<file path="src/rtl/fpba_pkg.sv">
// Shared types and constants for the fit-policy block allocator.
// Depends on nothing; every other file refers to it by scoped names.
package fpba_pkg;

  localparam int MaxBlocks = 16;
  localparam int SizeBits  = 16;
  localparam int QueueDepth = 2;

  localparam int BlockIdxW  = 4;
  localparam int AmountW    = 16;
  localparam int FitModeW   = 2;
  localparam int BlockCntW  = 5;
  localparam int CfgIdxW    = 1;
  localparam int CfgDataW   = 5;

  localparam int IdxW   = (MaxBlocks > 1) ? $clog2(MaxBlocks) : 1;
  localparam int CntW   = $clog2(MaxBlocks + 1);
  localparam int QPtrW  = (QueueDepth > 1) ? $clog2(QueueDepth) : 1;
  localparam int QCntW  = $clog2(QueueDepth + 1);

  localparam logic [AmountW-1:0] AmountMask =
      (SizeBits >= AmountW) ? {AmountW{1'b1}} : AmountW'((64'd1 << SizeBits) - 64'd1);

  typedef enum logic [FitModeW-1:0] {
    FitFirst = 2'd0,
    FitBest  = 2'd1,
    FitWorst = 2'd2
  } fit_mode_e;

  typedef enum logic {
    FuncLoad  = 1'b0,
    FuncAlloc = 1'b1
  } func_e;

  typedef enum logic [CfgIdxW-1:0] {
    CfgFitMode    = 1'b0,
    CfgBlockCount = 1'b1
  } cfg_reg_e;

  typedef enum logic [1:0] {
    StIdle,
    StScan,
    StDone
  } back_state_e;

  typedef struct packed {
    logic                 func;
    logic [BlockIdxW-1:0] block_index;
    logic [AmountW-1:0]   amount;
  } req_t;

  typedef struct packed {
    logic                 granted;
    logic [BlockIdxW-1:0] chosen_block;
    logic [AmountW-1:0]   remaining_size;
  } rsp_t;

  // classified item handed from front to back
  typedef struct packed {
    logic                 is_load;
    logic                 wr_ok;
    logic [BlockIdxW-1:0] idx;
    logic [AmountW-1:0]   amount;
  } cmd_t;

endpackage

</file>
<file path="src/rtl/fpba_front.sv">
// Front end: accepts items, classifies them and queues them for the back end.
// Depends on fpba_pkg.
module fpba_front (
  input  logic             clk_i,
  input  logic             rst_ni,
  input  logic             in_valid_i,
  output logic             in_ready_o,
  input  fpba_pkg::req_t   in_data_i,
  output logic             cmd_valid_o,
  input  logic             cmd_ready_i,
  output fpba_pkg::cmd_t   cmd_o
);

  fpba_pkg::cmd_t                    fifo_q [fpba_pkg::QueueDepth];
  logic [fpba_pkg::QPtrW-1:0]        wr_ptr_q, wr_ptr_d;
  logic [fpba_pkg::QPtrW-1:0]        rd_ptr_q, rd_ptr_d;
  logic [fpba_pkg::QCntW-1:0]        cnt_q, cnt_d;
  fpba_pkg::cmd_t                    cls;
  logic                              push, pop;

  always_comb begin
    cls.is_load = (in_data_i.func == fpba_pkg::FuncLoad);
    cls.wr_ok   = (32'(in_data_i.block_index) < fpba_pkg::MaxBlocks);
    cls.idx     = in_data_i.block_index;
    cls.amount  = in_data_i.amount & fpba_pkg::AmountMask;
  end

  assign in_ready_o  = (cnt_q != fpba_pkg::QCntW'(fpba_pkg::QueueDepth));
  assign cmd_valid_o = (cnt_q != '0);
  assign cmd_o       = fifo_q[rd_ptr_q];
  assign push        = in_valid_i && in_ready_o;
  assign pop         = cmd_valid_o && cmd_ready_i;

  always_comb begin
    wr_ptr_d = push ? wr_ptr_q + 1'b1 : wr_ptr_q;
    rd_ptr_d = pop  ? rd_ptr_q + 1'b1 : rd_ptr_q;
    cnt_d    = cnt_q;
    if (push && !pop) begin
      cnt_d = cnt_q + 1'b1;
    end else if (pop && !push) begin
      cnt_d = cnt_q - 1'b1;
    end
  end

  always_ff @(posedge clk_i or negedge rst_ni) begin
    if (!rst_ni) begin
      wr_ptr_q <= '0;
      rd_ptr_q <= '0;
      cnt_q    <= '0;
    end else begin
      wr_ptr_q <= wr_ptr_d;
      rd_ptr_q <= rd_ptr_d;
      cnt_q    <= cnt_d;
    end
  end

  always_ff @(posedge clk_i) begin
    if (push) begin
      fifo_q[wr_ptr_q] <= cls;
    end
  end

endmodule

</file>
<file path="src/rtl/fpba_back.sv">
// Back end: size table, configuration registers, scan engine and result register.
// Depends on fpba_pkg.
module fpba_back (
  input  logic                          clk_i,
  input  logic                          rst_ni,
  input  logic                          cmd_valid_i,
  output logic                          cmd_ready_o,
  input  fpba_pkg::cmd_t                cmd_i,
  output logic                          out_valid_o,
  input  logic                          out_ready_i,
  output fpba_pkg::rsp_t                out_data_o,
  input  logic                          cfg_we_i,
  input  logic [fpba_pkg::CfgIdxW-1:0]  cfg_index_i,
  input  logic [fpba_pkg::CfgDataW-1:0] cfg_wdata_i
);

  logic [fpba_pkg::SizeBits-1:0]  mem [fpba_pkg::MaxBlocks];
  logic [fpba_pkg::MaxBlocks-1:0] vld_q;
  logic [fpba_pkg::SizeBits-1:0]  rd_data_q;
  logic                           rd_vld_q;

  logic [fpba_pkg::FitModeW-1:0]  mode_q;
  logic [fpba_pkg::BlockCntW-1:0] bcnt_q;

  fpba_pkg::back_state_e          state_q, state_d;
  logic [fpba_pkg::CntW-1:0]      issue_q, issue_d;
  logic [fpba_pkg::CntW-1:0]      limit_q, limit_d;
  logic [fpba_pkg::AmountW-1:0]   amount_q, amount_d;
  logic                           cmp_vld_q, cmp_vld_d;
  logic [fpba_pkg::IdxW-1:0]      cmp_idx_q, cmp_idx_d;
  logic                           found_q, found_d;
  logic [fpba_pkg::IdxW-1:0]      pick_q, pick_d;
  logic [fpba_pkg::SizeBits-1:0]  best_q, best_d;
  logic                           out_vld_q, out_vld_d;
  fpba_pkg::rsp_t                 out_q, out_d;

  logic                           out_free;
  logic                           mem_we;
  logic [fpba_pkg::IdxW-1:0]      mem_waddr;
  logic [fpba_pkg::SizeBits-1:0]  mem_wdata;
  logic [fpba_pkg::IdxW-1:0]      rd_addr;
  logic [fpba_pkg::SizeBits-1:0]  cur;
  logic [fpba_pkg::SizeBits-1:0]  diff;
  logic                           fits, take;

  assign out_free    = !out_vld_q || out_ready_i;
  assign out_valid_o = out_vld_q;
  assign out_data_o  = out_q;
  assign rd_addr     = issue_q[fpba_pkg::IdxW-1:0];
  assign cur         = rd_vld_q ? rd_data_q : '0;
  assign diff        = best_q - fpba_pkg::SizeBits'(amount_q);

  always_comb begin
    fits = (32'(cur) >= 32'(amount_q));
    take = fits && (!found_q
        || (mode_q == fpba_pkg::FitBest  && cur < best_q)
        || (mode_q == fpba_pkg::FitWorst && cur > best_q));
  end

  always_comb begin
    state_d     = state_q;
    issue_d     = issue_q;
    limit_d     = limit_q;
    amount_d    = amount_q;
    cmp_vld_d   = 1'b0;
    cmp_idx_d   = cmp_idx_q;
    found_d     = found_q;
    pick_d      = pick_q;
    best_d      = best_q;
    out_vld_d   = out_vld_q && !out_ready_i;
    out_d       = out_q;
    cmd_ready_o = 1'b0;
    mem_we      = 1'b0;
    mem_waddr   = fpba_pkg::IdxW'(cmd_i.idx);
    mem_wdata   = fpba_pkg::SizeBits'(cmd_i.amount);

    case (state_q)
      fpba_pkg::StIdle: begin
        cmd_ready_o = out_free;
        if (cmd_valid_i && out_free) begin
          if (cmd_i.is_load) begin
            mem_we               = cmd_i.wr_ok;
            out_vld_d            = 1'b1;
            out_d.granted        = 1'b0;
            out_d.chosen_block   = cmd_i.idx;
            out_d.remaining_size = cmd_i.amount;
          end else begin
            amount_d = cmd_i.amount;
            issue_d  = '0;
            found_d  = 1'b0;
            if (32'(bcnt_q) > fpba_pkg::MaxBlocks) begin
              limit_d = fpba_pkg::CntW'(fpba_pkg::MaxBlocks);
            end else begin
              limit_d = fpba_pkg::CntW'(bcnt_q);
            end
            state_d = fpba_pkg::StScan;
          end
        end
      end
      fpba_pkg::StScan: begin
        if (issue_q != limit_q) begin
          cmp_vld_d = 1'b1;
          cmp_idx_d = issue_q[fpba_pkg::IdxW-1:0];
          issue_d   = issue_q + 1'b1;
        end else if (!cmp_vld_q) begin
          state_d = fpba_pkg::StDone;
        end
        if (cmp_vld_q && take) begin
          found_d = 1'b1;
          pick_d  = cmp_idx_q;
          best_d  = cur;
        end
      end
      fpba_pkg::StDone: begin
        if (out_free) begin
          mem_we    = found_q;
          mem_waddr = pick_q;
          mem_wdata = diff;
          out_vld_d = 1'b1;
          if (found_q) begin
            out_d.granted        = 1'b1;
            out_d.chosen_block   = fpba_pkg::BlockIdxW'(pick_q);
            out_d.remaining_size = fpba_pkg::AmountW'(diff);
          end else begin
            out_d = '0;
          end
          state_d = fpba_pkg::StIdle;
        end
      end
      default: begin
        state_d = fpba_pkg::StIdle;
      end
    endcase
  end

  always_ff @(posedge clk_i or negedge rst_ni) begin
    if (!rst_ni) begin
      state_q   <= fpba_pkg::StIdle;
      cmp_vld_q <= 1'b0;
      out_vld_q <= 1'b0;
      vld_q     <= '0;
      rd_vld_q  <= 1'b0;
      mode_q    <= fpba_pkg::FitFirst;
      bcnt_q    <= fpba_pkg::BlockCntW'(16);
    end else begin
      state_q   <= state_d;
      cmp_vld_q <= cmp_vld_d;
      out_vld_q <= out_vld_d;
      rd_vld_q  <= vld_q[rd_addr];
      if (mem_we) begin
        vld_q[mem_waddr] <= 1'b1;
      end
      if (cfg_we_i) begin
        case (cfg_index_i)
          fpba_pkg::CfgFitMode:    mode_q <= cfg_wdata_i[fpba_pkg::FitModeW-1:0];
          fpba_pkg::CfgBlockCount: bcnt_q <= cfg_wdata_i[fpba_pkg::BlockCntW-1:0];
          default: begin
          end
        endcase
      end
    end
  end

  always_ff @(posedge clk_i) begin
    issue_q   <= issue_d;
    limit_q   <= limit_d;
    amount_q  <= amount_d;
    cmp_idx_q <= cmp_idx_d;
    found_q   <= found_d;
    pick_q    <= pick_d;
    best_q    <= best_d;
    out_q     <= out_d;
  end

  // size table: one write port, one registered read port
  always_ff @(posedge clk_i) begin
    if (mem_we) begin
      mem[mem_waddr] <= mem_wdata;
    end
    rd_data_q <= mem[rd_addr];
  end

endmodule

</file>
<file path="src/rtl/fit_policy_block_allocator.sv">
// Top level of the fit-policy block allocator: front queue plus back scan engine.
// Depends on fpba_pkg, fpba_front and fpba_back.
//
// Usage:
//   in_*   : valid/ready channel carrying req_t items. func selects a load
//            (write one table entry) or an allocation request.
//   out_*  : valid/ready channel carrying one rsp_t item per input item,
//            in input order.
//   cfg_*  : write-only registers, index 0 fit_mode, index 1 block_count;
//            write only while the block is idle.
// Operation:
//   The back end takes a load and writes its table entry and result together.
//   For a request it takes the item, issues one table read per entry
//   (min(block_count, 16) entries), drains the read pipeline, then updates the
//   table and writes the result. The two-item queue takes more items while the
//   back end is busy.
// Reset clears the table to zero (per-entry valid bits), fit_mode to first
// fit and block_count to 16. If out_ready_i is low the result register holds
// its item, the back end waits for it and the queue fills, then in_ready_o
// drops.
module fit_policy_block_allocator (
  input  logic                          clk_i,
  input  logic                          rst_ni,
  input  logic                          in_valid_i,
  output logic                          in_ready_o,
  input  fpba_pkg::req_t                in_data_i,
  output logic                          out_valid_o,
  input  logic                          out_ready_i,
  output fpba_pkg::rsp_t                out_data_o,
  input  logic                          cfg_we_i,
  input  logic [fpba_pkg::CfgIdxW-1:0]  cfg_index_i,
  input  logic [fpba_pkg::CfgDataW-1:0] cfg_wdata_i
);

  logic           cmd_valid;
  logic           cmd_ready;
  fpba_pkg::cmd_t cmd;

  fpba_front u_front (
    .clk_i       (clk_i),
    .rst_ni      (rst_ni),
    .in_valid_i  (in_valid_i),
    .in_ready_o  (in_ready_o),
    .in_data_i   (in_data_i),
    .cmd_valid_o (cmd_valid),
    .cmd_ready_i (cmd_ready),
    .cmd_o       (cmd)
  );

  fpba_back u_back (
    .clk_i       (clk_i),
    .rst_ni      (rst_ni),
    .cmd_valid_i (cmd_valid),
    .cmd_ready_o (cmd_ready),
    .cmd_i       (cmd),
    .out_valid_o (out_valid_o),
    .out_ready_i (out_ready_i),
    .out_data_o  (out_data_o),
    .cfg_we_i    (cfg_we_i),
    .cfg_index_i (cfg_index_i),
    .cfg_wdata_i (cfg_wdata_i)
  );

endmodule

</file>
<file path="config.mk">
export PLATFORM = sky130hd
export DESIGN_NAME = fit_policy_block_allocator
export DESIGN_NICKNAME = d
export VERILOG_FILES = /design/src/rtl/fpba_pkg.sv /design/src/rtl/fpba_front.sv /design/src/rtl/fpba_back.sv /design/src/rtl/fit_policy_block_allocator.sv
export SDC_FILE = /design/constraint.sdc
export NUM_CORES = 1
export LEC_CHECK = 0
export BUFFER_PORTS_ARGS = -buffer_cell sky130_fd_sc_hd__buf_2
export CORE_UTILIZATION = 62
export DETAILED_ROUTE_END_ITERATION = 10
export PLACE_DENSITY = 0.8
export RECOVER_POWER = 25
export SETUP_SLACK_MARGIN = 0.2
export SYNTH_ARGS = -nofsm -noshare
export SYNTH_HDL_FRONTEND = slang
export SYNTH_SLANG_ARGS = --single-unit
export TNS_END_PERCENT = 50
</file>
<file path="constraint.sdc">
create_clock -name clk_i -period 5.2 [get_ports clk_i]
set_input_delay 0.52 -clock clk_i [delete_from_list [all_inputs] [get_ports clk_i]]
set_output_delay 0.52 -clock clk_i [all_outputs]
set_load 0.005 [all_outputs]
</file>
**After elaboration in Yosys (flattened, before gate mapping)**

Memory sizes are Yosys's and may differ from the RTL's. A register that Yosys moved wholly into a read port is not among the register bits.
Cells that the tools add are included.

- Register bits: 104
- Input port bits: 32
- Word-level logic and storage cells: 131
- Output and inout bits: 23
- Memories: 2
- Memory bits (writable): 298

Memories:

| name | words | bits a word | rd ports | clocked after Yosys merged registers in | wr ports | line | text |
|---|---|---|---|---|---|---|---|
| u_back.mem | 16 | 16 | 1 | 1 | 1 | fpba_back.sv:17 | `logic [fpba_pkg::SizeBits-1:0] mem [fpba_pkg::MaxBlocks];` |
| u_front.fifo_q | 2 | 21 | 1 | 0 | 1 | fpba_front.sv:14 | `fpba_pkg::cmd_t fifo_q [fpba_pkg::QueueDepth];` |

- Reduce and logical (&&, ||, !) cells: 33
- $add $sub $neg: 6
- Eq/ne operators: 14
- Order comparisons: 7
- Multiplexer cells: 45
- Bitwise gates (word level): 4

Operator list:

| cell | number |
|---|---|
| 21-bit 2-to-1 mux | 4 |
| 16-bit 2-to-1 mux | 3 |
| 21-bit case mux with 2 select lines | 1 |
| 1-bit 2-to-1 mux | 18 |
| 16-bit >= comparator | 1 |
| 16-bit greater-than comparator | 1 |
| 16-bit less-than comparator | 1 |
| 16-bit bitwise OR | 1 |
| 16-bit subtractor | 1 |
| 5-bit 2-to-1 mux | 3 |
| 2-bit 2-to-1 mux | 7 |
| 4-bit AND reduction | 3 |
| 1-bit logical AND | 11 |
| 4-bit by 5-bit less-than comparator with 1-bit output (second input constant) | 2 |
| 2-bit != test (second input constant) | 5 |
| 5-bit case mux with 2 select lines | 1 |
| 4-bit 2-to-1 mux | 2 |
| 2-bit by 1-bit != test with 1-bit output (second input constant) | 4 |
| 2-bit AND reduction | 4 |
| 2-bit nonzero test | 4 |
| 1-bit case mux with 2 select lines | 3 |
| 2-bit case mux with 3 select lines | 1 |
| 5-bit by 1-bit adder with 5-bit output (second input constant) | 1 |
| 5-bit greater-than comparator (second input constant) | 1 |
| 15 further kinds | 26 |

**Depth between registers and ports, before layout**

- Word-level depth: 9
- Gate-level depth with buffers: 10
- Depth with buffers taken out: 10

**Hierarchy**

From an unflattened synthesis, not the netlist that was laid out.

- Cell total of the unflattened synthesis: 978
- Area, all modules: 17430.5 sq um

By module, submodules not included:

| module | area each (sq um) | seq. area each (sq um) | cells each | instances |
|---|---|---|---|---|
| fpba_back | 15683.8 | 10871.7 | 892 | 1 |
| fpba_front | 1746.7 | 1361.3 | 86 | 1 |

**Worst setup path after synthesis**

No wires, ideal clock.

- Path kind: flip-flop to flip-flop
- From: register u_back.rd_vld_q
- To: register u_back.best_q[0] in the netlist's numbering, enable pin
- Period minus slack after synthesis: 4213 ps
- Library setup time: 428 ps
- Stages on the path, launching flop included: 11
- Path buffers: 2
- Path slack: 987 ps
- Data arrival time: 3785 ps
- Data required time: 4772 ps
- Cells stage by stage: dfrtp_1 -> clkbuf_1 -> clkbuf_1 -> and2_1 -> ha_1 -> a21o_1 -> a221o_1 -> a221oi_1 -> o21ai_0 -> mux2i_1 -> a211oi_1

- Word-level cells in the longest chain between the ends: 8
- Elaborated cells between the ends (all ways): 11
- Classes of those cells: 3 x order compare; 1 x mux; 7 x reduce/logical

RTL lines:

| what | line | text |
|---|---|---|
| from (decl) | fpba_back.sv:20 | `logic rd_vld_q;` |
| from (signal assigned) | fpba_back.sv:149 | `rd_vld_q <= vld_q[rd_addr];` |
| 16-bit 2-to-1 mux (*) | fpba_back.sv:50 | `assign cur = rd_vld_q ? rd_data_q : '0;` |
| via u_back.cur, one bit | fpba_back.sv:42 | `logic [fpba_pkg::SizeBits-1:0] cur;` |
| 16-bit less-than comparator | fpba_back.sv:56 | `\|\| (mode_q == fpba_pkg::FitBest && cur < best_q)` |
| 1-bit logical AND | fpba_back.sv:56 |  |
| 1-bit logical OR | fpba_back.sv:56 |  |
| 1-bit logical OR | fpba_back.sv:57 | `\|\| (mode_q == fpba_pkg::FitWorst && cur > best_q));` |
| 1-bit logical AND (*) | fpba_back.sv:55 | `take = fits && (!found_q` |
| 1-bit logical AND (*) | fpba_back.sv:108 | `if (cmp_vld_q && take) begin` |
| 2-bit AND reduction (no source line) (*) | -- |  |
| to (signal assigned) | fpba_back.sv:171 | `best_q <= best_d;` |
| to (decl) | fpba_back.sv:33 | `logic [fpba_pkg::SizeBits-1:0] best_q, best_d;` |

The timed path passes the listed nets; every way through them passes the cells marked *.
A chain may end at the register's enable or synchronous reset.

**Worst setup path after layout**

- From: register u_back.issue_q[0] in the netlist's numbering
- To: register u_back.issue_q[2] in the netlist's numbering, enable pin

- Word-level cells in the longest chain between the ends: 3

RTL lines:

| what | line | text |
|---|---|---|
| from (decl) | fpba_back.sv:26 | `logic [fpba_pkg::CntW-1:0] issue_q, issue_d;` |
| from (signal assigned) | fpba_back.sv:165 | `issue_q <= issue_d;` |
| 5-bit != test | fpba_back.sv:101 | `if (issue_q != limit_q) begin` |
| 2-bit by 1-bit != test with 1-bit output (no source line) | -- |  |
| 4-bit AND reduction (no source line) | -- |  |

Every way passes these cells.

==> run metrics <==
outcome finished, violations left; failing checks max-capacitance violations, max-slew violations; CTS H-tree lvls 2; Max Slew Vio Count 152; slowest stage delay, CP about 1.9 ns; synthesized cell area roughly 17,000 sq um; Worst setup EP type register; Max IR drop VDD between 0.3 and 0.4 mV; setup ws final 1.24 ns; Post-synth EDFFs 370; Syn Area/Cell between 15 and 20 sq um; final setup skew approximately 0.013 ns; drt drc 0; Clock transition at path regs roughly 0.06 ns; flop and latch count out of synthesis roughly 420; sequential share of the synthesized area 0.704; cell area after layout just under 20,000 sq um; I/O pin count 55; worst-path fanout max 73; placed cells between 1,000 and 1,500; Area growth syn-to-layout 11.4%; cell at the root of the clock tree clkbuf_16; Arrival @ worst endpoint roughly 4.2 ns; CP bufs+invs 1; Core Region around 27,000 sq um; total wire length ~39,000 um; drt first pass iters 5; Post-Layout Cell Count around 1,500; ys flop type edfxtp_1; period utilization 0.761; Rows 60; Leak Pwr 6.78 nW; GRT overflow 0; Syn Inst Count slightly below 1,000; Synth async-reset ratio 0.0766; nets@finish between 1,000 and 1,500; Cell Pwr Density between 500 and 600 nW/um^2; clk sinks ~420; worst setup path class register to register; Hold WS 0.182 ns; Final GP Congestion 0.913; setup repair bufs after CTS 0; antenna cells 0; Slew headroom -0.839; crit path time final a little under 4 ns; Total GRT Usage 0.282; vias in the first global route 9,383; CTS Buf Count 41; initial antenna violation count 0; CP Launch Type register; initial core utilization 0.637; share of cells above drive strength 1 0.198; port bufs 54; most frequent cells in the layout edfxtp_1, mux4_2, ha_1; Req. time, crit path about 5.4 ns; most common cell after layout, fill and taps aside edfxtp_1; Synth Net Count 1,072; first-pass GRT wire length approximately 58,000 um; largest net degree at the start of global routing 74; CTS tree yes; post-cts resize count 0; Routed wire per std cell about 26 um; die height approximately 170 um; Max Root-Sink Buffers 3; unrepaired setup endpoints after global routing false; number of unique standard cell types used by synthesis just under 70; Hold Path Class input port to register; Final Hold Viols 0; Iter 0 DRT Violations 950; Final Setup Violations 0; DP Wirelength about 25,000 um; clk_lat worst skew about 0.53 ns; Slowest-stage cell, CP clkbuf_2; Power Total between 9 and 10 mW; Placed Area 18,200 sq um; Final ANT Viol Nets 0; Ys Warns 0; final core occ 0.710; die span in x between 150 and 200 um; hold_buf cts 0; die area between 20,000 and 30,000 sq um; setup tns final 0 ns; MaxCap Viol Count 4; pre-CTS WS approximately 1.4 ns; vias after detailed routing approximately 9,300; via/cell ratio roughly 6.3; crit path cell chain clkbuf_2 > xnor2_1 > a31oi_1 > or2_2; worst slew pin tran roughly 2.8 ns; CP top delay family buffers and inverters; FMAX roughly 250 MHz
-- routing by layer --
metal	up-vias	share of wire	GRT usage
met5	-	0	0
li1	4037	-	-
met3	78	0.078	0.0445
met2	464	0.50	0.475
met4	0	0.038	0.110
met1	4733	0.38	0.373
-- report_power, final --
part / total [mW] / internal, mW / leakage, nW / switching, mW
sequential: 4.52 / 4.29 / 3.89 / 0.232
clock: 2.83 / 1.63 / 0.618 / 1.20
combinational: 2.64 / 1.12 / 2.27 / 1.52
total: 9.99 / 7.04 / 6.78 / 2.95
-- logic make-up after synthesis --
kind of cell    after synthesis  synth area share
simple gates                169            0.0499
compound gates              132            0.0506
flops                       418             0.704
mux                         115             0.129
buf+inv                      87            0.0198
fa+ha+maj                    47            0.0343
xor+xnor                     25            0.0126
-- sequential cells by signal, summed over array words and instances (netlist names), 2 cells and up --
register and flops:
u_back.mem 256, u_front.fifo_q 42, u_back.out_data_o 21, u_back.amount_q 16
u_back.best_q 16, u_back.rd_data_q 16, u_back.vld_q 16, u_back.bcnt_q 5
u_back.issue_q 5, u_back.limit_q 5, u_back.cmp_idx_q 4, u_back.pick_q 4
u_back.mode_q 2, u_back.state_q 2, u_front.cnt_q 2
-- final timing paths --
check	from	to	slack (ns)	depth (start not counted)
hold reg to reg	u_back.cmp_idx_q[3]	u_back.pick_q[3]	0.43	0
min in group asynchronous	rst_ni	u_front.wr_ptr_q	0.53	1
setup reg to reg	u_back.issue_q[0]	u_back.issue_q[2]	1.24	4
max in group asynchronous	rst_ni	u_back.bcnt_q[3]	3.54	1
setup / recovery	u_back.issue_q[0]	u_back.issue_q[2]	1.24	4
hold / removal	in_data_i[10]	u_front.fifo_q[1][10]	0.18	1
-- area by class of cell --
type | instances | area (sq um)
flip-flops and latches | 418 | 12200
fillers | 1684 | 7890
multi-input cells | 488 | 4860
clock buffers | 57 | 1140
well taps | 372 | 465
repair buffers | 73 | 362
inverters | 44 | 165
clock inverters | 18 | 140
-- cell usage after synthesis (all sizes together) (7+ instances only) --
| cell | number | area, sq um |
|---|---|---|
| xnor2 | 10 | 87.6 |
| dfxtp | 16 | 320 |
| nand2b | 10 | 62.6 |
| a21o | 9 | 67.6 |
| clkbuf | 28 | 105 |
| ha | 46 | 576 |
| dfrtp | 31 | 776 |
| buf | 15 | 73.8 |
| and2 | 18 | 113 |
| edfxtp | 370 | 11100 |
| o21bai | 18 | 150 |
| xor2 | 15 | 131 |
| nand3 | 13 | 65.1 |
| mux4 | 85 | 1910 |
| inv | 43 | 161 |
| mux2i | 14 | 140 |
| a21oi | 38 | 190 |
| o21ai | 26 | 130 |
| mux2 | 16 | 180 |
| nor2b | 9 | 63.8 |
| nor2 | 50 | 195 |
| nand4 | 7 | 43.8 |
| nand2 | 35 | 131 |
-- worst reg2reg max path, delay by kind of cell (launching register included) --
kind | cells | cell delay, ns
buffers and inverters | 1 | 1.90
AOI/OAI and AO/OA | 1 | 0.84
and+or+nand+nor | 1 | 0.33
DFF | 1 | 0.32
xor gates and xnor gates | 1 | 0.26
(Power assumes the default switching activity.)
